File: config.mk
export PLATFORM = sky130hd
export DESIGN_NAME = uart_register_file
export DESIGN_NICKNAME = d
export VERILOG_FILES = /design/src/design/uartrf_pkg.sv /design/src/design/uartrf_ctrl.sv /design/src/design/uartrf_dp.sv /design/src/design/uart_register_file.sv
export SDC_FILE = /design/constraint.sdc
export NUM_CORES = 1
export LEC_CHECK = 0
export BUFFER_PORTS_ARGS = -buffer_cell sky130_fd_sc_hd__buf_4
export CORE_ASPECT_RATIO = 0.5
export CORE_MARGIN = 2
export CORE_UTILIZATION = 51
export CTS_CLUSTER_DIAMETER = 80
export DETAILED_ROUTE_END_ITERATION = 6
export PLACE_DENSITY_LB_ADDON = 0.08
export SYNTH_ARGS = -nofsm -noshare
export SYNTH_HDL_FRONTEND = slang
export SYNTH_SLANG_ARGS = --single-unit
export TNS_END_PERCENT = 1
File: constraint.sdc
create_clock -name i_clk -period 2.45 [get_ports i_clk]
set_input_delay 0.6125 -clock i_clk [delete_from_list [all_inputs] [get_ports i_clk]]
set_output_delay 0.6125 -clock i_clk [all_outputs]
set_load 0.01 [all_outputs]
File: src/design/uartrf_pkg.sv
package uartrf_pkg;

    // Item kinds carried on the input tuser
    typedef enum logic [1:0] {
        OP_WRITE = 2'd0,
        OP_READ  = 2'd1,
        OP_RX    = 2'd2
    } t_op;

    // Register offsets within the eight-byte window
    localparam logic [2:0] REG_DATA = 3'd0;
    localparam logic [2:0] REG_IER  = 3'd1;
    localparam logic [2:0] REG_IIR  = 3'd2;
    localparam logic [2:0] REG_LCR  = 3'd3;
    localparam logic [2:0] REG_MCR  = 3'd4;
    localparam logic [2:0] REG_LSR  = 3'd5;

    // Bit positions and fixed values
    localparam int unsigned DLAB_BIT   = 7;
    localparam int unsigned IER_RX_BIT = 0;
    localparam int unsigned IER_TX_BIT = 1;
    localparam logic [7:0]  LSR_BASE   = 8'h60;
    localparam logic [7:0]  IIR_RX     = 8'h04;
    localparam logic [7:0]  IIR_TX     = 8'h02;
    localparam logic [7:0]  IIR_NONE   = 8'h01;

    // Stream data widths
    localparam int unsigned IN_TDATA_W  = 16;
    localparam int unsigned OUT_TDATA_W = 24;

    // Controller states
    typedef enum logic [1:0] {
        ST_IDLE,
        ST_EXEC,
        ST_HOLD
    } t_state;

    // Controller to datapath commands
    typedef struct packed {
        logic load;   // capture the input transfer
        logic exec;   // apply the item to the register file
    } t_dp_cmd;

endpackage

File: src/design/uartrf_ctrl.sv
module uartrf_ctrl
    import uartrf_pkg::*;
(
    input  logic    i_clk,
    input  logic    i_rst_n,
    input  logic    s_axis_tvalid,
    output logic    s_axis_tready,
    output logic    m_axis_tvalid,
    input  logic    m_axis_tready,
    output t_dp_cmd o_cmd
);

    t_state r_state;
    t_state n_state;

    // State register
    always_ff @(posedge i_clk) begin
        if (!i_rst_n) begin
            r_state <= ST_IDLE;
        end else begin
            r_state <= n_state;
        end
    end

    // Next state and commands
    always_comb begin
        n_state       = r_state;
        s_axis_tready = 1'b0;
        m_axis_tvalid = 1'b0;
        o_cmd         = '0;
        unique case (r_state)
            ST_IDLE: begin
                s_axis_tready = 1'b1;
                if (s_axis_tvalid) begin
                    o_cmd.load = 1'b1;
                    n_state    = ST_EXEC;
                end
            end
            ST_EXEC: begin
                o_cmd.exec = 1'b1;
                n_state    = ST_HOLD;
            end
            ST_HOLD: begin
                m_axis_tvalid = 1'b1;
                if (m_axis_tready) begin
                    n_state = ST_IDLE;
                end
            end
            default: begin
                n_state = ST_IDLE;
            end
        endcase
    end

endmodule

File: src/design/uartrf_dp.sv
module uartrf_dp
    import uartrf_pkg::*;
#(
    parameter int unsigned RX_DEPTH = 16
)
(
    input  logic       i_clk,
    input  logic       i_rst_n,
    input  t_dp_cmd    i_cmd,
    input  logic [1:0] i_operation,
    input  logic [2:0] i_reg_offset,
    input  logic [7:0] i_data,
    output logic [7:0] o_read_data,
    output logic       o_tx_valid,
    output logic [7:0] o_tx_byte,
    output logic       o_irq_level,
    output logic       o_rx_overrun
);

    localparam int unsigned AW = (RX_DEPTH > 1) ? $clog2(RX_DEPTH) : 1;
    localparam int unsigned PW = AW + 1;
    localparam logic [PW-1:0] DEPTH_P = PW'(RX_DEPTH);
    localparam logic [PW-1:0] PTR_LAST = PW'(2 * RX_DEPTH - 1);

    // Captured item
    logic [1:0]    r_op;
    logic [2:0]    r_off;
    logic [7:0]    r_data;

    // Register file
    logic [7:0]    r_dll, n_dll;
    logic [7:0]    r_dlm, n_dlm;
    logic [7:0]    r_ier, n_ier;
    logic [7:0]    r_lcr, n_lcr;
    logic [7:0]    r_mcr, n_mcr;
    logic          r_tx_pend, n_tx_pend;
    logic [PW-1:0] r_head, n_head;
    logic [PW-1:0] r_tail, n_tail;

    // Receive store and its registered read port
    logic [7:0]    r_mem [RX_DEPTH];
    logic [7:0]    r_mem_q;
    logic          mem_we;
    logic [AW-1:0] head_slot;
    logic [AW-1:0] tail_slot;

    // Result register
    logic [7:0]    r_rd, n_rd;
    logic          r_txv, n_txv;
    logic [7:0]    r_txb, n_txb;
    logic          r_ovr, n_ovr;

    logic          dlab;
    logic          nonempty;
    logic          full;
    logic [PW-1:0] head_inc;
    logic [PW-1:0] tail_inc;

    // Pointers count modulo twice the depth; slot folds the upper half down
    always_comb begin
        head_slot = (r_head >= DEPTH_P) ? AW'(r_head - DEPTH_P) : AW'(r_head);
        tail_slot = (r_tail >= DEPTH_P) ? AW'(r_tail - DEPTH_P) : AW'(r_tail);
        head_inc  = (r_head == PTR_LAST) ? '0 : r_head + 1'b1;
        tail_inc  = (r_tail == PTR_LAST) ? '0 : r_tail + 1'b1;
    end

    assign nonempty = (r_head != r_tail);
    assign full     = nonempty && (head_slot == tail_slot);
    assign dlab     = r_lcr[DLAB_BIT];

    // Item capture
    always_ff @(posedge i_clk) begin
        if (i_cmd.load) begin
            r_op   <= i_operation;
            r_off  <= i_reg_offset;
            r_data <= i_data;
        end
    end

    // Store write and read; the head entry is read every cycle
    always_ff @(posedge i_clk) begin
        if (mem_we) begin
            r_mem[tail_slot] <= r_data;
        end
        r_mem_q <= r_mem[head_slot];
    end

    // Item execution
    always_comb begin
        n_dll     = r_dll;
        n_dlm     = r_dlm;
        n_ier     = r_ier;
        n_lcr     = r_lcr;
        n_mcr     = r_mcr;
        n_tx_pend = r_tx_pend;
        n_head    = r_head;
        n_tail    = r_tail;
        n_rd      = 8'h00;
        n_txv     = 1'b0;
        n_txb     = 8'h00;
        n_ovr     = 1'b0;
        mem_we    = 1'b0;
        if (i_cmd.exec) begin
            unique case (r_op)
                OP_WRITE: begin
                    unique case (r_off)
                        REG_DATA: begin
                            if (dlab) begin
                                n_dll = r_data;
                            end else begin
                                n_txv = 1'b1;
                                n_txb = r_data;
                                if (r_ier[IER_TX_BIT]) begin
                                    n_tx_pend = 1'b1;
                                end
                            end
                        end
                        REG_IER: begin
                            if (dlab) begin
                                n_dlm = r_data;
                            end else begin
                                n_ier = r_data;
                            end
                        end
                        REG_LCR: n_lcr = r_data;
                        REG_MCR: n_mcr = r_data;
                        default: ;
                    endcase
                end
                OP_READ: begin
                    unique case (r_off)
                        REG_DATA: begin
                            if (dlab) begin
                                n_rd = r_dll;
                            end else if (nonempty) begin
                                n_rd   = r_mem_q;
                                n_head = head_inc;
                            end
                        end
                        REG_IER: n_rd = dlab ? r_dlm : r_ier;
                        REG_IIR: begin
                            if (nonempty && r_ier[IER_RX_BIT]) begin
                                n_rd = IIR_RX;
                            end else if (r_tx_pend && r_ier[IER_TX_BIT]) begin
                                n_rd      = IIR_TX;
                                n_tx_pend = 1'b0;
                            end else begin
                                n_rd = IIR_NONE;
                            end
                        end
                        REG_LCR: n_rd = r_lcr;
                        REG_MCR: n_rd = r_mcr;
                        REG_LSR: n_rd = LSR_BASE | {7'd0, nonempty};
                        default: n_rd = 8'h00;
                    endcase
                end
                OP_RX: begin
                    if (full) begin
                        n_ovr = 1'b1;
                    end else begin
                        mem_we = 1'b1;
                        n_tail = tail_inc;
                    end
                end
                default: ;
            endcase
        end
    end

    // Register file update
    always_ff @(posedge i_clk) begin
        if (!i_rst_n) begin
            r_dll     <= '0;
            r_dlm     <= '0;
            r_ier     <= '0;
            r_lcr     <= '0;
            r_mcr     <= '0;
            r_tx_pend <= 1'b0;
            r_head    <= '0;
            r_tail    <= '0;
        end else begin
            r_dll     <= n_dll;
            r_dlm     <= n_dlm;
            r_ier     <= n_ier;
            r_lcr     <= n_lcr;
            r_mcr     <= n_mcr;
            r_tx_pend <= n_tx_pend;
            r_head    <= n_head;
            r_tail    <= n_tail;
        end
    end

    // Result register, loaded once per item
    always_ff @(posedge i_clk) begin
        if (i_cmd.exec) begin
            r_rd  <= n_rd;
            r_txv <= n_txv;
            r_txb <= n_txb;
            r_ovr <= n_ovr;
        end
    end

    assign o_read_data  = r_rd;
    assign o_tx_valid   = r_txv;
    assign o_tx_byte    = r_txb;
    assign o_rx_overrun = r_ovr;
    // Interrupt level follows the live register state
    assign o_irq_level  = (r_ier[IER_RX_BIT] && nonempty) ||
                          (r_ier[IER_TX_BIT] && r_tx_pend);

endmodule

File: src/design/uart_register_file.sv
// Reduced 16550-style UART register file. Each input transfer is one bus write,
// one bus read (offsets 0-7, DLAB in line control bit 7 maps the divisor
// latches) or one byte received from the line, selected by s_axis_tuser; each
// produces exactly one result transfer carrying the read data, any transmitted
// byte, the interrupt level after the item and a receive-overrun flag. Items are
// handled one at a time: capture, execute, present, with the result held until
// m_axis_tready takes it; the execute step reads the head entry of the receive
// store through its registered read port. The receive FIFO holds RX_DEPTH bytes;
// a byte arriving when it is full is dropped and flagged. The store needs no
// clearing after reset.
module uart_register_file
    import uartrf_pkg::*;
#(
    parameter int unsigned RX_DEPTH = 16
)
(
    input  logic                   i_clk,
    input  logic                   i_rst_n,
    input  logic                   s_axis_tvalid,
    output logic                   s_axis_tready,
    input  logic [IN_TDATA_W-1:0]  s_axis_tdata,  // reg_offset[2:0], data[10:3], zero pad
    input  logic [1:0]             s_axis_tuser,  // operation[1:0]
    output logic                   m_axis_tvalid,
    input  logic                   m_axis_tready,
    output logic [OUT_TDATA_W-1:0] m_axis_tdata   // read_data[7:0], tx_valid[8],
                                                  // tx_byte[16:9], irq_level[17],
                                                  // rx_overrun[18], zero pad
);

    t_dp_cmd    cmd;
    logic [7:0] read_data;
    logic       tx_valid;
    logic [7:0] tx_byte;
    logic       irq_level;
    logic       rx_overrun;

    // Sequencer
    uartrf_ctrl u_ctrl (
        .i_clk         (i_clk),
        .i_rst_n       (i_rst_n),
        .s_axis_tvalid (s_axis_tvalid),
        .s_axis_tready (s_axis_tready),
        .m_axis_tvalid (m_axis_tvalid),
        .m_axis_tready (m_axis_tready),
        .o_cmd         (cmd)
    );

    // Registers, receive FIFO and result register
    uartrf_dp #(
        .RX_DEPTH (RX_DEPTH)
    ) u_dp (
        .i_clk        (i_clk),
        .i_rst_n      (i_rst_n),
        .i_cmd        (cmd),
        .i_operation  (s_axis_tuser),
        .i_reg_offset (s_axis_tdata[2:0]),
        .i_data       (s_axis_tdata[10:3]),
        .o_read_data  (read_data),
        .o_tx_valid   (tx_valid),
        .o_tx_byte    (tx_byte),
        .o_irq_level  (irq_level),
        .o_rx_overrun (rx_overrun)
    );

    // Result packing
    assign m_axis_tdata = {5'd0, rx_overrun, irq_level, tx_byte, tx_valid, read_data};

endmodule

==> flow_results.xml, run 1 <==
<?xml version="1.0" encoding="UTF-8"?>
<metrics>
  <group name="pwr">
    <metric name="peakVddDrop" unit="mV">0.4662</metric>
    <metric name="cellLeakagePower" unit="nW">3.581</metric>
    <metric name="total_power" unit="W">0.007512</metric>
    <metric name="power.density_cell_area" unit="nW/um2">720.9</metric>
  </group>
  <group name="floorplanning">
    <metric name="die-area" unit="um2">18710</metric>
    <metric name="initial_utilization" unit="">0.5188</metric>
    <metric name="core-area" unit="um2">17270</metric>
    <metric name="floorplan_row_count" unit="">34</metric>
    <metric name="io_pins" unit="">48</metric>
    <metric name="die_width" unit="um">191.4</metric>
    <metric name="chipHeight" unit="um">97.73</metric>
  </group>
  <group name="worst_setup_path">
    <metric name="path_max_fanout" unit="">2</metric>
    <metric name="worstSetupPathType" unit="">flip-flop to output port</metric>
    <metric name="worstPathRequired" unit="ns">1.84</metric>
    <metric name="worst_r2r_startpoint" unit="">u_dp.r_off[0]</metric>
    <metric name="timing.critical_path.from_type" unit="">flip-flop</metric>
    <metric name="regToRegEndpoint" unit="">u_dp.r_head[3]</metric>
    <metric name="reg2reg_depth" unit="">6</metric>
    <metric name="endpoint_kind" unit="">output port</metric>
    <metric name="worst-r2r-setup-slack" unit="ns">0.40</metric>
    <metric name="worst_ep_arrival_time" unit="ns">1.80</metric>
  </group>
  <group name="sta">
    <metric name="final_hold_fails" unit="">0</metric>
    <metric name="finalClockSkew" unit="ns">0.01137</metric>
    <metric name="timing_max_transition_violations_final" unit="">0</metric>
    <metric name="setup_viol_count_final" unit="">0</metric>
    <metric name="rsz0062_at_grt" unit="">true</metric>
    <metric name="layout_worst_path_cycle_share" unit="">0.9837</metric>
    <metric name="slew-limit-headroom" unit="">0.3905</metric>
    <metric name="totalNegativeSetupSlack" unit="ns">0</metric>
    <metric name="worstMarginPinSlew" unit="ns">0.9143</metric>
    <metric name="layout_min_cycle_time" unit="ns">2.410</metric>
    <metric name="fmax" unit="GHz">0.4149</metric>
  </group>
  <group name="placement">
    <metric name="dp.final_hpwl" unit="um">12170</metric>
    <metric name="gpl.final_weighted_congestion" unit="">0.8370</metric>
    <metric name="cells_after_dpl" unit="">862</metric>
    <metric name="detailed_place.area" unit="um2">9666</metric>
    <metric name="io_buffers" unit="">37</metric>
  </group>
  <group name="final_layout">
    <metric name="number_of_flip_flops_under_the_largest_register_name" unit="">128</metric>
    <metric name="final_cell_count_no_fill" unit="">906</metric>
    <metric name="final_design_area_no_fill" unit="um2">10420</metric>
    <metric name="area_growth_syn_to_layout" unit="%">16.31</metric>
    <metric name="final_nets" unit="">686</metric>
    <metric name="fin_util" unit="">0.6034</metric>
    <metric name="max_flop_register" unit="">u_dp.r_mem</metric>
    <metric name="post_route_cells_drive_above_1_share" unit="">0.2653</metric>
  </group>
  <group name="min_path">
    <metric name="hold_end" unit="">u_dp.r_data[7]</metric>
    <metric name="min_path_type" unit="">input pin to flip-flop</metric>
    <metric name="launch_instance_of_the_worst_min_delay_path" unit="">s_axis_tdata[10]</metric>
    <metric name="worstHoldPathCells" unit="">1</metric>
  </group>
  <group name="detailed_routing">
    <metric name="via_per_inst" unit="">5.576</metric>
    <metric name="wl_per_cell" unit="um">20.72</metric>
    <metric name="vias" unit="">5052</metric>
    <metric name="drt.antenna.violating_nets" unit="">0</metric>
    <metric name="first_iter_violations" unit="">472</metric>
    <metric name="remaining_design_rule_violation_count" unit="">0</metric>
    <metric name="detailedRoute.firstPassIterationCount" unit="">7</metric>
    <metric name="route.final.wire_length" unit="um">18770</metric>
  </group>
  <group name="global_routing">
    <metric name="vias_in_the_first_global_route" unit="">4922</metric>
    <metric name="grtUsageTotal" unit="">0.2075</metric>
    <metric name="grt_remaining_overflow" unit="">0</metric>
    <metric name="grt_antenna_before_repair" unit="">0</metric>
    <metric name="grt_max_degree" unit="">43</metric>
    <metric name="wire_length_of_the_first_global_routing_pass" unit="um">28910</metric>
  </group>
  <group name="yosys">
    <metric name="synth_ff_type" unit="">sky130_fd_sc_hd__edfxtp_1</metric>
    <metric name="synth_compound_area_frac" unit="">0.04538</metric>
    <metric name="multiplexer_fraction_of_the_synthesized_cell_area" unit="">0.1551</metric>
    <metric name="synth_top_area_share" unit="">0.5329</metric>
    <metric name="synthSimpleGateAreaFrac" unit="">0.08463</metric>
    <metric name="ys.warnings.count" unit="">0</metric>
    <metric name="synthDistinctLibCells" unit="">52</metric>
    <metric name="netlist.top_cell.by_area" unit="">sky130_fd_sc_hd__edfxtp_1</metric>
    <metric name="ys_seq_elements" unit="">220</metric>
    <metric name="synth.top_cells.by_area" unit="">sky130_fd_sc_hd__edfxtp_1 (53%), sky130_fd_sc_hd__dfxtp_1 (14%), sky130_fd_sc_hd__mux4_2 (9.8%), sky130_fd_sc_hd__mux2i_1 (4.9%), sky130_fd_sc_hd__nor2_1 (2.7%)</metric>
    <metric name="synthesis.area_per_instance" unit="um2">15.39</metric>
    <metric name="post_synth_fa_ha_maj_area_fraction" unit="">0.009775</metric>
    <metric name="number_of_synthesized_flops_with_an_enable_pin" unit="">159</metric>
    <metric name="synthArstFlopShare" unit="">0</metric>
    <metric name="yosysSeqAreaShare" unit="">0.6692</metric>
    <metric name="synth_xor_area_frac" unit="">0.005865</metric>
    <metric name="syn-instance-count" unit="">582</metric>
    <metric name="synth_top_family_by_area" unit="">multiplexers</metric>
    <metric name="synth_area" unit="um2">8960</metric>
  </group>
  <group name="run">
    <metric name="cap_violations" unit="">0</metric>
  </group>
  <group name="cts">
    <metric name="maximum_clock_path_buffer_count" unit="">3</metric>
    <metric name="cts.root.buffer_cell" unit="">sky130_fd_sc_hd__clkbuf_16</metric>
    <metric name="tritoncts_clock_tree" unit="">done</metric>
    <metric name="clkSlewWorstSetupHoldPaths" unit="ns">0.07</metric>
    <metric name="cts_made_buffers" unit="">20</metric>
    <metric name="clk-insertion-delay-late" unit="ns">0.49</metric>
    <metric name="cts_htree_levels" unit="">1</metric>
    <metric name="cts_num_sinks" unit="">220</metric>
  </group>
  <group name="run_status">
    <metric name="run_status" unit="">completed</metric>
  </group>
</metrics>
==> repair_timing <==
action,CTS,global route
setup buffers,2,5
gates resized for setup,2,6
hold buffers,0,0
pin swaps,1,3
endpoints found under the setup margin,1,1
==> Yosys cell counts (2+ instances only) <==
cell                       count
sky130_fd_sc_hd__buf_6         6
sky130_fd_sc_hd__mux2_2        4
sky130_fd_sc_hd__nor2b_1       4
sky130_fd_sc_hd__buf_1         7
sky130_fd_sc_hd__nand2b_1      4
sky130_fd_sc_hd__o31ai_1       3
sky130_fd_sc_hd__buf_4        11
sky130_fd_sc_hd__and2_1        2
sky130_fd_sc_hd__o21ai_0      17
sky130_fd_sc_hd__mux2i_1      44
sky130_fd_sc_hd__nor2_1       65
sky130_fd_sc_hd__o311a_1       2
sky130_fd_sc_hd__nand3_1       6
sky130_fd_sc_hd__nand3b_1      5
sky130_fd_sc_hd__clkbuf_1     10
sky130_fd_sc_hd__nor3b_1       4
sky130_fd_sc_hd__edfxtp_1    159
sky130_fd_sc_hd__nor4_4        2
sky130_fd_sc_hd__a21oi_1       9
sky130_fd_sc_hd__mux4_2       39
sky130_fd_sc_hd__nor3_1        5
sky130_fd_sc_hd__a32oi_1       3
sky130_fd_sc_hd__inv_1         7
sky130_fd_sc_hd__buf_2         5
sky130_fd_sc_hd__a21oi_2       3
sky130_fd_sc_hd__ha_1          7
sky130_fd_sc_hd__xor2_1        5
sky130_fd_sc_hd__a221oi_1      2
sky130_fd_sc_hd__a31oi_1       4
sky130_fd_sc_hd__and3_1       13
sky130_fd_sc_hd__dfxtp_1      61
sky130_fd_sc_hd__nand2_1      37
sky130_fd_sc_hd__a22oi_1       6
sky130_fd_sc_hd__o22ai_1       3
==> metal layers <==
| metal | wire (um) | track usage | part of all wire | up-vias |
|---|---|---|---|---|
| li1 | - | - | - | 2361 |
| met1 | 9212 | 0.3228 | 0.49 | 2532 |
| met2 | 8233 | 0.3066 | 0.44 | 134 |
| met3 | 1027 | 0.03828 | 0.055 | 25 |
| met4 | 294 | 0.04438 | 0.016 | 0 |
| met5 | 0 | 0 | 0 | - |
==> area by class of cell <==
class | count | area, um2
Clock inverter | 10 | 103.9
Fill cell | 1306 | 6850
Timing Repair Buffer | 88 | 689.4
Multi-Input combinational cell | 320 | 2726
Antenna cell | 1 | 2.502
Inverter | 7 | 26.28
Clock buffer | 26 | 574.3
Sequential cell | 220 | 6006
Tap cell | 234 | 292.8
==> cells by family after synthesis <==
| group | after synthesis |
|---|---|
| and+or+nand+nor | 153 |
| other | 1 |
| muxes | 88 |
| buffers and inverters | 46 |
| xor gates and xnor gates | 6 |
| adders and majority gates | 7 |
| AOI/OAI and AO/OA | 61 |
| DFF | 220 |
==> stage by stage <==
| stage | setup slack, ns | hold WS, ns |
|---|---|---|
| final | 0.03995 | 0.2969 |
| after global routing | -0.03630 | 0.2725 |
| after CTS | 0.01193 | 0.2765 |
| after detailed placement | 0.3459 | 0.4807 |
| after global placement | 0.3637 | 0.4684 |
| after floorplan | -0.003738 | 0.4544 |
==> worst max-delay path by stage <==
stage,slack (ns),to,start
after floorplan,-0.004,u_dp.r_mem[0][0],u_ctrl.r_state[0]
after global placement,0.36,m_axis_tdata[17],u_dp.r_tail[0]
after detailed placement,0.35,m_axis_tdata[17],u_dp.r_tail[0]
after CTS,0.01,m_axis_tdata[17],u_dp.r_tail[1]
after global routing,-0.04,m_axis_tdata[17],u_dp.r_tail[2]
final,0.04,m_axis_tdata[17],u_dp.r_tail[2]
==> cell usage in the layout (no fill, tap or decap), types with 2 or more instances in the layout <==
master / instances
sky130_fd_sc_hd__edfxtp_1: 159
sky130_fd_sc_hd__buf_4: 85
sky130_fd_sc_hd__nor2_1: 65
sky130_fd_sc_hd__dfxtp_1: 57
sky130_fd_sc_hd__mux2i_1: 44
sky130_fd_sc_hd__mux4_2: 39
sky130_fd_sc_hd__nand2_1: 36
sky130_fd_sc_hd__clkbuf_16: 21
sky130_fd_sc_hd__o21ai_0: 17
sky130_fd_sc_hd__and3_1: 13
sky130_fd_sc_hd__a21oi_1: 9
sky130_fd_sc_hd__inv_1: 7
sky130_fd_sc_hd__ha_1: 7
sky130_fd_sc_hd__a22oi_1: 6
sky130_fd_sc_hd__nand3_1: 6
sky130_fd_sc_hd__nand3b_1: 5
sky130_fd_sc_hd__nor3_1: 5
sky130_fd_sc_hd__conb_1: 5
sky130_fd_sc_hd__xor2_1: 4
sky130_fd_sc_hd__nor3b_1: 4
sky130_fd_sc_hd__nand2b_1: 4
sky130_fd_sc_hd__a31oi_1: 4
sky130_fd_sc_hd__mux2_2: 4
sky130_fd_sc_hd__clkinv_2: 4
sky130_fd_sc_hd__a32oi_1: 3
sky130_fd_sc_hd__nor2b_1: 3
sky130_fd_sc_hd__a21oi_2: 3
sky130_fd_sc_hd__o22ai_1: 3
sky130_fd_sc_hd__o31ai_1: 3
sky130_fd_sc_hd__clkbuf_8: 3
sky130_fd_sc_hd__nor4_4: 2
sky130_fd_sc_hd__and2_1: 2
sky130_fd_sc_hd__o311a_1: 2
sky130_fd_sc_hd__a221oi_1: 2
sky130_fd_sc_hd__bufinv_16: 2
sky130_fd_sc_hd__clkinv_1: 2
sky130_fd_sc_hd__clkbuf_1: 2
sky130_fd_sc_hd__buf_12: 2
sky130_fd_sc_hd__dfxtp_4: 2
sky130_fd_sc_hd__dfxtp_2: 2
==> critical path, stage by stage (launching register included) <==
cell and delay [ns]:
sky130_fd_sc_hd__dfxtp_2 0.33, sky130_fd_sc_hd__xor2_2 0.18, sky130_fd_sc_hd__nor4_4 0.32, sky130_fd_sc_hd__nand2_1 0.14, sky130_fd_sc_hd__nand2_1 0.12, sky130_fd_sc_hd__nand2_2 0.07
sky130_fd_sc_hd__buf_6 0.12
==> report_power, final <==
part | switching [W] | internal (W)
clock | 0.00133 | 0.00187
sequential | 0.0000638 | 0.00403
combinational | 0.000133 | 0.0000837
Power figures use the tool's default switching activity.
==> run 2: changes to the inputs <==
--- a/config.mk
+++ b/config.mk
@@ -6,9 +6,11 @@
 export NUM_CORES = 1
 export LEC_CHECK = 0
 export BUFFER_PORTS_ARGS = -buffer_cell sky130_fd_sc_hd__buf_4
+export CELL_PAD_IN_SITES_DETAIL_PLACEMENT = 0
+export CELL_PAD_IN_SITES_GLOBAL_PLACEMENT = 1
 export CORE_ASPECT_RATIO = 0.5
-export CORE_MARGIN = 2
-export CORE_UTILIZATION = 51
+export CORE_MARGIN = 4
+export CORE_UTILIZATION = 46
 export CTS_CLUSTER_DIAMETER = 80
 export DETAILED_ROUTE_END_ITERATION = 6
 export PLACE_DENSITY_LB_ADDON = 0.08
==> flow_results.xml, run 2 (synthesized netlist as in run 1, its figures left out) <==
<?xml version="1.0" encoding="UTF-8"?>
<metrics>
  <group name="worst_setup_path">
    <metric name="endpoint" unit="">m_axis_tdata[17]</metric>
    <metric name="endpoint_kind" unit="">output port</metric>
    <metric name="timing.critical_path.from_type" unit="">flip-flop</metric>
    <metric name="reg2reg_depth" unit="">6</metric>
    <metric name="regToRegEndpoint" unit="">u_dp.r_mem[11][1]</metric>
    <metric name="path_max_fanout" unit="">3</metric>
    <metric name="worst-r2r-setup-slack" unit="ns">0.41</metric>
    <metric name="critPathLaunch" unit="">u_dp.r_head[0]</metric>
    <metric name="worstSetupPathType" unit="">flip-flop to output port</metric>
    <metric name="worstPathRequired" unit="ns">1.84</metric>
    <metric name="worst_r2r_startpoint" unit="">u_dp.r_op[0]</metric>
    <metric name="worst_ep_arrival_time" unit="ns">1.74</metric>
  </group>
  <group name="detailed_routing">
    <metric name="first_iter_violations" unit="">403</metric>
    <metric name="remaining_design_rule_violation_count" unit="">0</metric>
    <metric name="route.final.wire_length" unit="um">19220</metric>
    <metric name="detailedRoute.firstPassIterationCount" unit="">5</metric>
    <metric name="wl_per_cell" unit="um">20.82</metric>
    <metric name="drt.antenna.violating_nets" unit="">0</metric>
    <metric name="via_per_inst" unit="">5.388</metric>
    <metric name="vias" unit="">4973</metric>
  </group>
  <group name="final_layout">
    <metric name="max_flop_register" unit="">u_dp.r_mem</metric>
    <metric name="final_cell_mix" unit="">sky130_fd_sc_hd__edfxtp_1 (159), sky130_fd_sc_hd__buf_4 (80), sky130_fd_sc_hd__nor2_1 (65), sky130_fd_sc_hd__dfxtp_1 (58), sky130_fd_sc_hd__mux2i_1 (44)</metric>
    <metric name="area.sequential" unit="um2">6005</metric>
    <metric name="final_design_area_no_fill" unit="um2">10350</metric>
    <metric name="antenna_diode_count" unit="">0</metric>
    <metric name="post_route_cells_drive_above_1_share" unit="">0.2530</metric>
    <metric name="layout_commonest_cell" unit="">sky130_fd_sc_hd__edfxtp_1</metric>
    <metric name="multiInputGateArea" unit="um2">2731</metric>
    <metric name="final_nets" unit="">681</metric>
    <metric name="number_of_flip_flops_under_the_largest_register_name" unit="">128</metric>
    <metric name="area_growth_syn_to_layout" unit="%">15.57</metric>
    <metric name="nFillCells" unit="">1556</metric>
  </group>
  <group name="pwr">
    <metric name="peakVddDrop" unit="mV">0.4615</metric>
    <metric name="power.density_cell_area" unit="nW/um2">702.1</metric>
    <metric name="cellLeakagePower" unit="nW">3.518</metric>
  </group>
  <group name="global_routing">
    <metric name="grt_max_degree" unit="">43</metric>
    <metric name="wire_length_of_the_first_global_routing_pass" unit="um">29410</metric>
    <metric name="grt_remaining_overflow" unit="">0</metric>
    <metric name="grtUsageTotal" unit="">0.1780</metric>
    <metric name="vias_in_the_first_global_route" unit="">4891</metric>
    <metric name="grt_antenna_before_repair" unit="">0</metric>
  </group>
  <group name="placement">
    <metric name="dp.final_hpwl" unit="um">12360</metric>
    <metric name="gpl.final_weighted_congestion" unit="">0.7522</metric>
    <metric name="io_buffers" unit="">37</metric>
    <metric name="detailed_place.area" unit="um2">9694</metric>
  </group>
  <group name="floorplanning">
    <metric name="chipHeight" unit="um">106.7</metric>
    <metric name="core-area" unit="um2">18740</metric>
    <metric name="io_pins" unit="">48</metric>
    <metric name="die_width" unit="um">205.4</metric>
    <metric name="die-area" unit="um2">21910</metric>
    <metric name="initial_utilization" unit="">0.4780</metric>
    <metric name="floorplan_row_count" unit="">35</metric>
  </group>
  <group name="run">
    <metric name="cap_violations" unit="">0</metric>
  </group>
  <group name="sta">
    <metric name="layout_worst_path_cycle_share" unit="">0.9583</metric>
    <metric name="layout_min_cycle_time" unit="ns">2.348</metric>
    <metric name="hold_slack" unit="ns">0.2912</metric>
    <metric name="finalClockSkew" unit="ns">0.01449</metric>
    <metric name="fmax" unit="GHz">0.4259</metric>
    <metric name="slew-limit-headroom" unit="">0.3815</metric>
    <metric name="final_hold_fails" unit="">0</metric>
    <metric name="totalNegativeSetupSlack" unit="ns">0</metric>
    <metric name="worstMarginPinSlew" unit="ns">0.9277</metric>
    <metric name="setup_viol_count_final" unit="">0</metric>
    <metric name="timing_max_transition_violations_final" unit="">0</metric>
  </group>
  <group name="run_status">
    <metric name="run_status" unit="">completed</metric>
  </group>
  <group name="cts">
    <metric name="clkSlewWorstSetupHoldPaths" unit="ns">0.06</metric>
    <metric name="clk-insertion-delay-late" unit="ns">0.51</metric>
    <metric name="cts.root.buffer_cell" unit="">sky130_fd_sc_hd__clkbuf_16</metric>
    <metric name="tritoncts_clock_tree" unit="">done</metric>
    <metric name="postCtsHoldBufs" unit="">0</metric>
    <metric name="cts_made_buffers" unit="">20</metric>
    <metric name="cts_num_sinks" unit="">220</metric>
    <metric name="cts_htree_levels" unit="">1</metric>
    <metric name="maximum_clock_path_buffer_count" unit="">3</metric>
  </group>
  <group name="min_path">
    <metric name="min_path_type" unit="">input pin to flip-flop</metric>
  </group>
</metrics>
run 2: critical path, cell delays in order, from the launching register on:
cell                      delay, ns
sky130_fd_sc_hd__dfxtp_4       0.36
sky130_fd_sc_hd__xor2_2        0.18
sky130_fd_sc_hd__nor4_4        0.30
sky130_fd_sc_hd__nand2_2       0.11
sky130_fd_sc_hd__nand2_2       0.09
sky130_fd_sc_hd__nand2_2       0.05
sky130_fd_sc_hd__buf_4         0.14
run 2: layout make-up:
type	count	area share
multi-input combinational	320	0.2638
clock inverter	9	0.007612
timing repair buffer	83	0.06380
clock buffer	25	0.05111
inverter	7	0.002537
tap	259	0.03130
sequential	220	0.5799
run 2: what timing repair did:
item | in CTS | in global routing
resized for setup | 3 | 5
setup endpoints to repair | 1 | 1
pin swaps | 1 | 2
setup buffers | 2 | 2
run 2: where the power goes:
group,switching [W],internal (W),total (W)
Clock,0.00131,0.00164,0.00295
Combinational,0.000136,0.0000876,0.000223
Sequential,0.0000635,0.00403,0.00410
run 2: worst min path at each step:
| stage | from | to | depth (start not counted) |
|---|---|---|---|
| after CTS | s_axis_tuser[1] | u_dp.r_op[1] | 1 |
| after detailed placement | u_dp.r_dlm[3] | u_dp.r_dlm[3] | 2 |
| after floorplan | u_dp.r_dlm[1] | u_dp.r_dlm[1] | 2 |
| after global placement | u_dp.r_dlm[2] | u_dp.r_dlm[2] | 2 |
| final | s_axis_tdata[3] | u_dp.r_data[0] | 1 |
| after global routing | s_axis_tuser[1] | u_dp.r_op[1] | 1 |
run 2: metrics by stage:
step / cells / setup slack [ns] / util / power (W)
floorplan: 586 / -0.003738 / - / 0.004269
global route: 923 / -0.004594 / 0.5525 / 0.007538
detailed placement: 885 / 0.3356 / 0.5172 / 0.004405
finish: 923 / 0.1021 / 0.5525 / 0.007270
global placement: 885 / 0.3655 / 0.5172 / 0.004400
CTS: 921 / 0.02785 / 0.5507 / 0.007368
run 2: layer usage:
| metal | wire, um | share of wire | track usage |
|---|---|---|---|
| met1 | 9522 | 0.50 | 0.2761 |
| met2 | 8492 | 0.44 | 0.2664 |
| met3 | 880 | 0.046 | 0.03264 |
| met4 | 323 | 0.017 | 0.03200 |
| met5 | 0 | 0 | 0 |
==> run 3: changes to the inputs <==
--- a/config.mk
+++ b/config.mk
@@ -6,13 +6,14 @@
 export NUM_CORES = 1
 export LEC_CHECK = 0
 export BUFFER_PORTS_ARGS = -buffer_cell sky130_fd_sc_hd__buf_4
-export CELL_PAD_IN_SITES_DETAIL_PLACEMENT = 0
+export CELL_PAD_IN_SITES_DETAIL_PLACEMENT = 1
 export CELL_PAD_IN_SITES_GLOBAL_PLACEMENT = 1
 export CORE_ASPECT_RATIO = 0.5
 export CORE_MARGIN = 4
-export CORE_UTILIZATION = 46
+export CORE_UTILIZATION = 51
 export CTS_CLUSTER_DIAMETER = 80
 export DETAILED_ROUTE_END_ITERATION = 6
+export HOLD_SLACK_MARGIN = 0.1
 export PLACE_DENSITY_LB_ADDON = 0.08
 export SYNTH_ARGS = -nofsm -noshare
 export SYNTH_HDL_FRONTEND = slang
==> constraint.sdc (replaced) <==
create_clock -name i_clk -period 2.2 [get_ports i_clk]
set_input_delay 0.55 -clock i_clk [delete_from_list [all_inputs] [get_ports i_clk]]
set_output_delay 0.55 -clock i_clk [all_outputs]
set_load 0.01 [all_outputs]
==> flow_results.xml, run 3 (synthesized netlist as in run 1, its figures left out) <==
<?xml version="1.0" encoding="UTF-8"?>
<metrics>
  <group name="cts">
    <metric name="cts_made_buffers" unit="">20</metric>
    <metric name="cts_htree_levels" unit="">1</metric>
    <metric name="cts_num_sinks" unit="">220</metric>
    <metric name="maximum_clock_path_buffer_count" unit="">3</metric>
    <metric name="tritoncts_clock_tree" unit="">done</metric>
    <metric name="clk-insertion-delay-late" unit="ns">0.49</metric>
    <metric name="cts.root.buffer_cell" unit="">sky130_fd_sc_hd__clkbuf_16</metric>
    <metric name="postCtsHoldBufs" unit="">0</metric>
    <metric name="clkSlewWorstSetupHoldPaths" unit="ns">0.06</metric>
  </group>
  <group name="placement">
    <metric name="gpl.final_weighted_congestion" unit="">0.8294</metric>
    <metric name="detailed_place.area" unit="um2">9772</metric>
    <metric name="io_buffers" unit="">37</metric>
    <metric name="dp.final_hpwl" unit="um">13550</metric>
    <metric name="detailedPlace.worstSlack" unit="ns">0.1780</metric>
  </group>
  <group name="sta">
    <metric name="layout_worst_path_cycle_share" unit="">1.046</metric>
    <metric name="layout_setup_ws" unit="ns">-0.1014</metric>
    <metric name="fmax" unit="GHz">0.4345</metric>
    <metric name="layout_min_cycle_time" unit="ns">2.301</metric>
    <metric name="worstMarginPinSlew" unit="ns">0.8427</metric>
    <metric name="final_hold_fails" unit="">0</metric>
    <metric name="setup_viol_count_final" unit="">1</metric>
    <metric name="timing_max_transition_violations_final" unit="">0</metric>
    <metric name="rsz0062_at_grt" unit="">true</metric>
    <metric name="finalClockSkew" unit="ns">0.01810</metric>
    <metric name="slew-limit-headroom" unit="">0.4382</metric>
  </group>
  <group name="final_layout">
    <metric name="area_growth_syn_to_layout" unit="%">16.60</metric>
    <metric name="final_design_area_no_fill" unit="um2">10450</metric>
    <metric name="final_nets" unit="">694</metric>
    <metric name="nFillCells" unit="">1542</metric>
    <metric name="number_of_flip_flops_under_the_largest_register_name" unit="">128</metric>
    <metric name="layout_commonest_cell" unit="">sky130_fd_sc_hd__edfxtp_1</metric>
    <metric name="max_flop_register" unit="">u_dp.r_mem</metric>
    <metric name="antenna_diode_count" unit="">0</metric>
    <metric name="post_route_cells_drive_above_1_share" unit="">0.2743</metric>
    <metric name="final_cell_mix" unit="">sky130_fd_sc_hd__edfxtp_1 (159), sky130_fd_sc_hd__buf_4 (92), sky130_fd_sc_hd__nor2_1 (65), sky130_fd_sc_hd__dfxtp_1 (58), sky130_fd_sc_hd__mux2i_1 (44)</metric>
  </group>
  <group name="floorplanning">
    <metric name="io_pins" unit="">48</metric>
    <metric name="chipHeight" unit="um">101.7</metric>
    <metric name="initial_utilization" unit="">0.5332</metric>
    <metric name="die-area" unit="um2">19880</metric>
    <metric name="core-area" unit="um2">16800</metric>
    <metric name="die_width" unit="um">195.4</metric>
    <metric name="floorplan_row_count" unit="">33</metric>
  </group>
  <group name="detailed_routing">
    <metric name="first_iter_violations" unit="">329</metric>
    <metric name="via_per_inst" unit="">5.678</metric>
    <metric name="vias" unit="">5139</metric>
    <metric name="drt.antenna.violating_nets" unit="">0</metric>
    <metric name="detailedRoute.firstPassIterationCount" unit="">4</metric>
    <metric name="remaining_design_rule_violation_count" unit="">0</metric>
    <metric name="wl_per_cell" unit="um">22.62</metric>
    <metric name="route.final.wire_length" unit="um">20470</metric>
  </group>
  <group name="pwr">
    <metric name="share_clk_of_total_power" unit="">0.402</metric>
    <metric name="intPower" unit="W">0.006388</metric>
    <metric name="power.density_cell_area" unit="nW/um2">772.8</metric>
    <metric name="combPwrFrac" unit="">0.037</metric>
    <metric name="cellLeakagePower" unit="nW">3.606</metric>
    <metric name="peakVddDrop" unit="mV">0.5153</metric>
    <metric name="seqPwrFrac" unit="">0.561</metric>
    <metric name="net-switching-power" unit="W">0.001686</metric>
    <metric name="power.switching_fraction" unit="">0.2088</metric>
  </group>
  <group name="worst_setup_path">
    <metric name="critPathMaxStageDelay" unit="ns">0.35</metric>
    <metric name="timing.critical_path.from_type" unit="">flip-flop</metric>
    <metric name="path_cells" unit="">xor2_2 -&gt; nor4_4 -&gt; nand2_2 -&gt; nand2_2 -&gt; nand2_2 -&gt; buf_6</metric>
    <metric name="timing.critical_path.buf_inv" unit="">1</metric>
    <metric name="worst_path_most_repeated_cell" unit="">sky130_fd_sc_hd__nand2_2</metric>
    <metric name="worst_ep_arrival_time" unit="ns">1.75</metric>
    <metric name="endpoint_kind" unit="">output port</metric>
    <metric name="worstSetupPathType" unit="">flip-flop to output port</metric>
    <metric name="path_max_fanout" unit="">2</metric>
    <metric name="crit_family" unit="">simple AND/OR/NAND/NOR gates</metric>
    <metric name="worstPathRequired" unit="ns">1.65</metric>
    <metric name="cpMaxStageDelayCell" unit="">sky130_fd_sc_hd__dfxtp_4</metric>
  </group>
  <group name="global_routing">
    <metric name="wire_length_of_the_first_global_routing_pass" unit="um">32060</metric>
    <metric name="grt_max_degree" unit="">47</metric>
    <metric name="grtUsageTotal" unit="">0.2100</metric>
    <metric name="grt_antenna_before_repair" unit="">0</metric>
    <metric name="grt_remaining_overflow" unit="">0</metric>
    <metric name="vias_in_the_first_global_route" unit="">5405</metric>
  </group>
  <group name="min_path">
    <metric name="min_path_type" unit="">input pin to flip-flop</metric>
  </group>
  <group name="run_status">
    <metric name="run_status" unit="">finished, violations left</metric>
    <metric name="violations" unit="">negative setup slack</metric>
  </group>
  <group name="run">
    <metric name="cap_violations" unit="">0</metric>
  </group>
</metrics>
run 3: worst register-to-register path, cell delays in order (launching register included):
cell,delay [ns]
sky130_fd_sc_hd__dfxtp_1,0.40
sky130_fd_sc_hd__xor2_1,0.27
sky130_fd_sc_hd__nor4_4,0.10
sky130_fd_sc_hd__buf_4,0.14
sky130_fd_sc_hd__buf_4,0.14
sky130_fd_sc_hd__a21oi_4,0.19
sky130_fd_sc_hd__nand2_1,0.21
sky130_fd_sc_hd__nor3_2,0.15
sky130_fd_sc_hd__buf_4,0.21
run 3: cell type report:
class	count	area, um2	share of cell area
clock inverter	11	83.83	0.008024
sequential	220	6002	0.5745
tap	227	284.0	0.02719
timing repair buffer	96	762.0	0.07293
inverter	7	26.28	0.002515
clock buffer	24	515.5	0.04934
multi-input combinational	320	2774	0.2655
run 3: final timing paths:
| path | from | endpoint | slack, ns | cells past startpoint |
|---|---|---|---|---|
| max | u_dp.r_head[0] | m_axis_tdata[17] | -0.10 | 6 |
| min | s_axis_tdata[10] | u_dp.r_data[7] | 0.24 | 1 |
| max reg2reg | u_dp.r_head[1] | u_dp.r_mem[1][3] | 0.09 | 8 |
| min reg2reg | u_dp.r_ier[6] | u_dp.r_ier[6] | 0.49 | 2 |
run 3: routing by layer:
metal / vias up / routed length (um) / GRT usage
li1: 2373 / - / -
met1: 2651 / 9557 / 0.3116
met3: 12 / 1090 / 0.03357
met2: 103 / 9676 / 0.3445
met4: 0 / 146 / 0.02574
met5: - / 0 / 0
run 3: power groups by stage:
stage               combinational, W  clock (W)  sequential (W)
finish                      0.000297    0.00325         0.00453
global route                0.000323    0.00354         0.00453
CTS                         0.000300    0.00332         0.00453
detailed placement          0.000296          0         0.00462
global placement            0.000287          0         0.00461
floorplan                   0.000120          0         0.00463
run 3: through the flow:
stage,total power (W),utilization,hold slack [ns],TNS [ns],instances
final,0.008074,0.6217,0.2392,-0.1014,905
after global routing,0.008388,0.6217,0.2154,-0.4621,905
after CTS,0.008150,0.6192,0.2248,-0.1086,903
after detailed placement,0.004914,0.5815,0.4801,0,866
after global placement,0.004902,0.5815,0.4680,0,866
after floorplan,0.004754,-,0.4544,-3.386,586
run 3: what timing repair did:
action                                  CTS  global route
endpoints found under the setup margin    1            10
pin swaps                                 2             2
buffers inserted                          2             2
gates resized for setup                   6             5
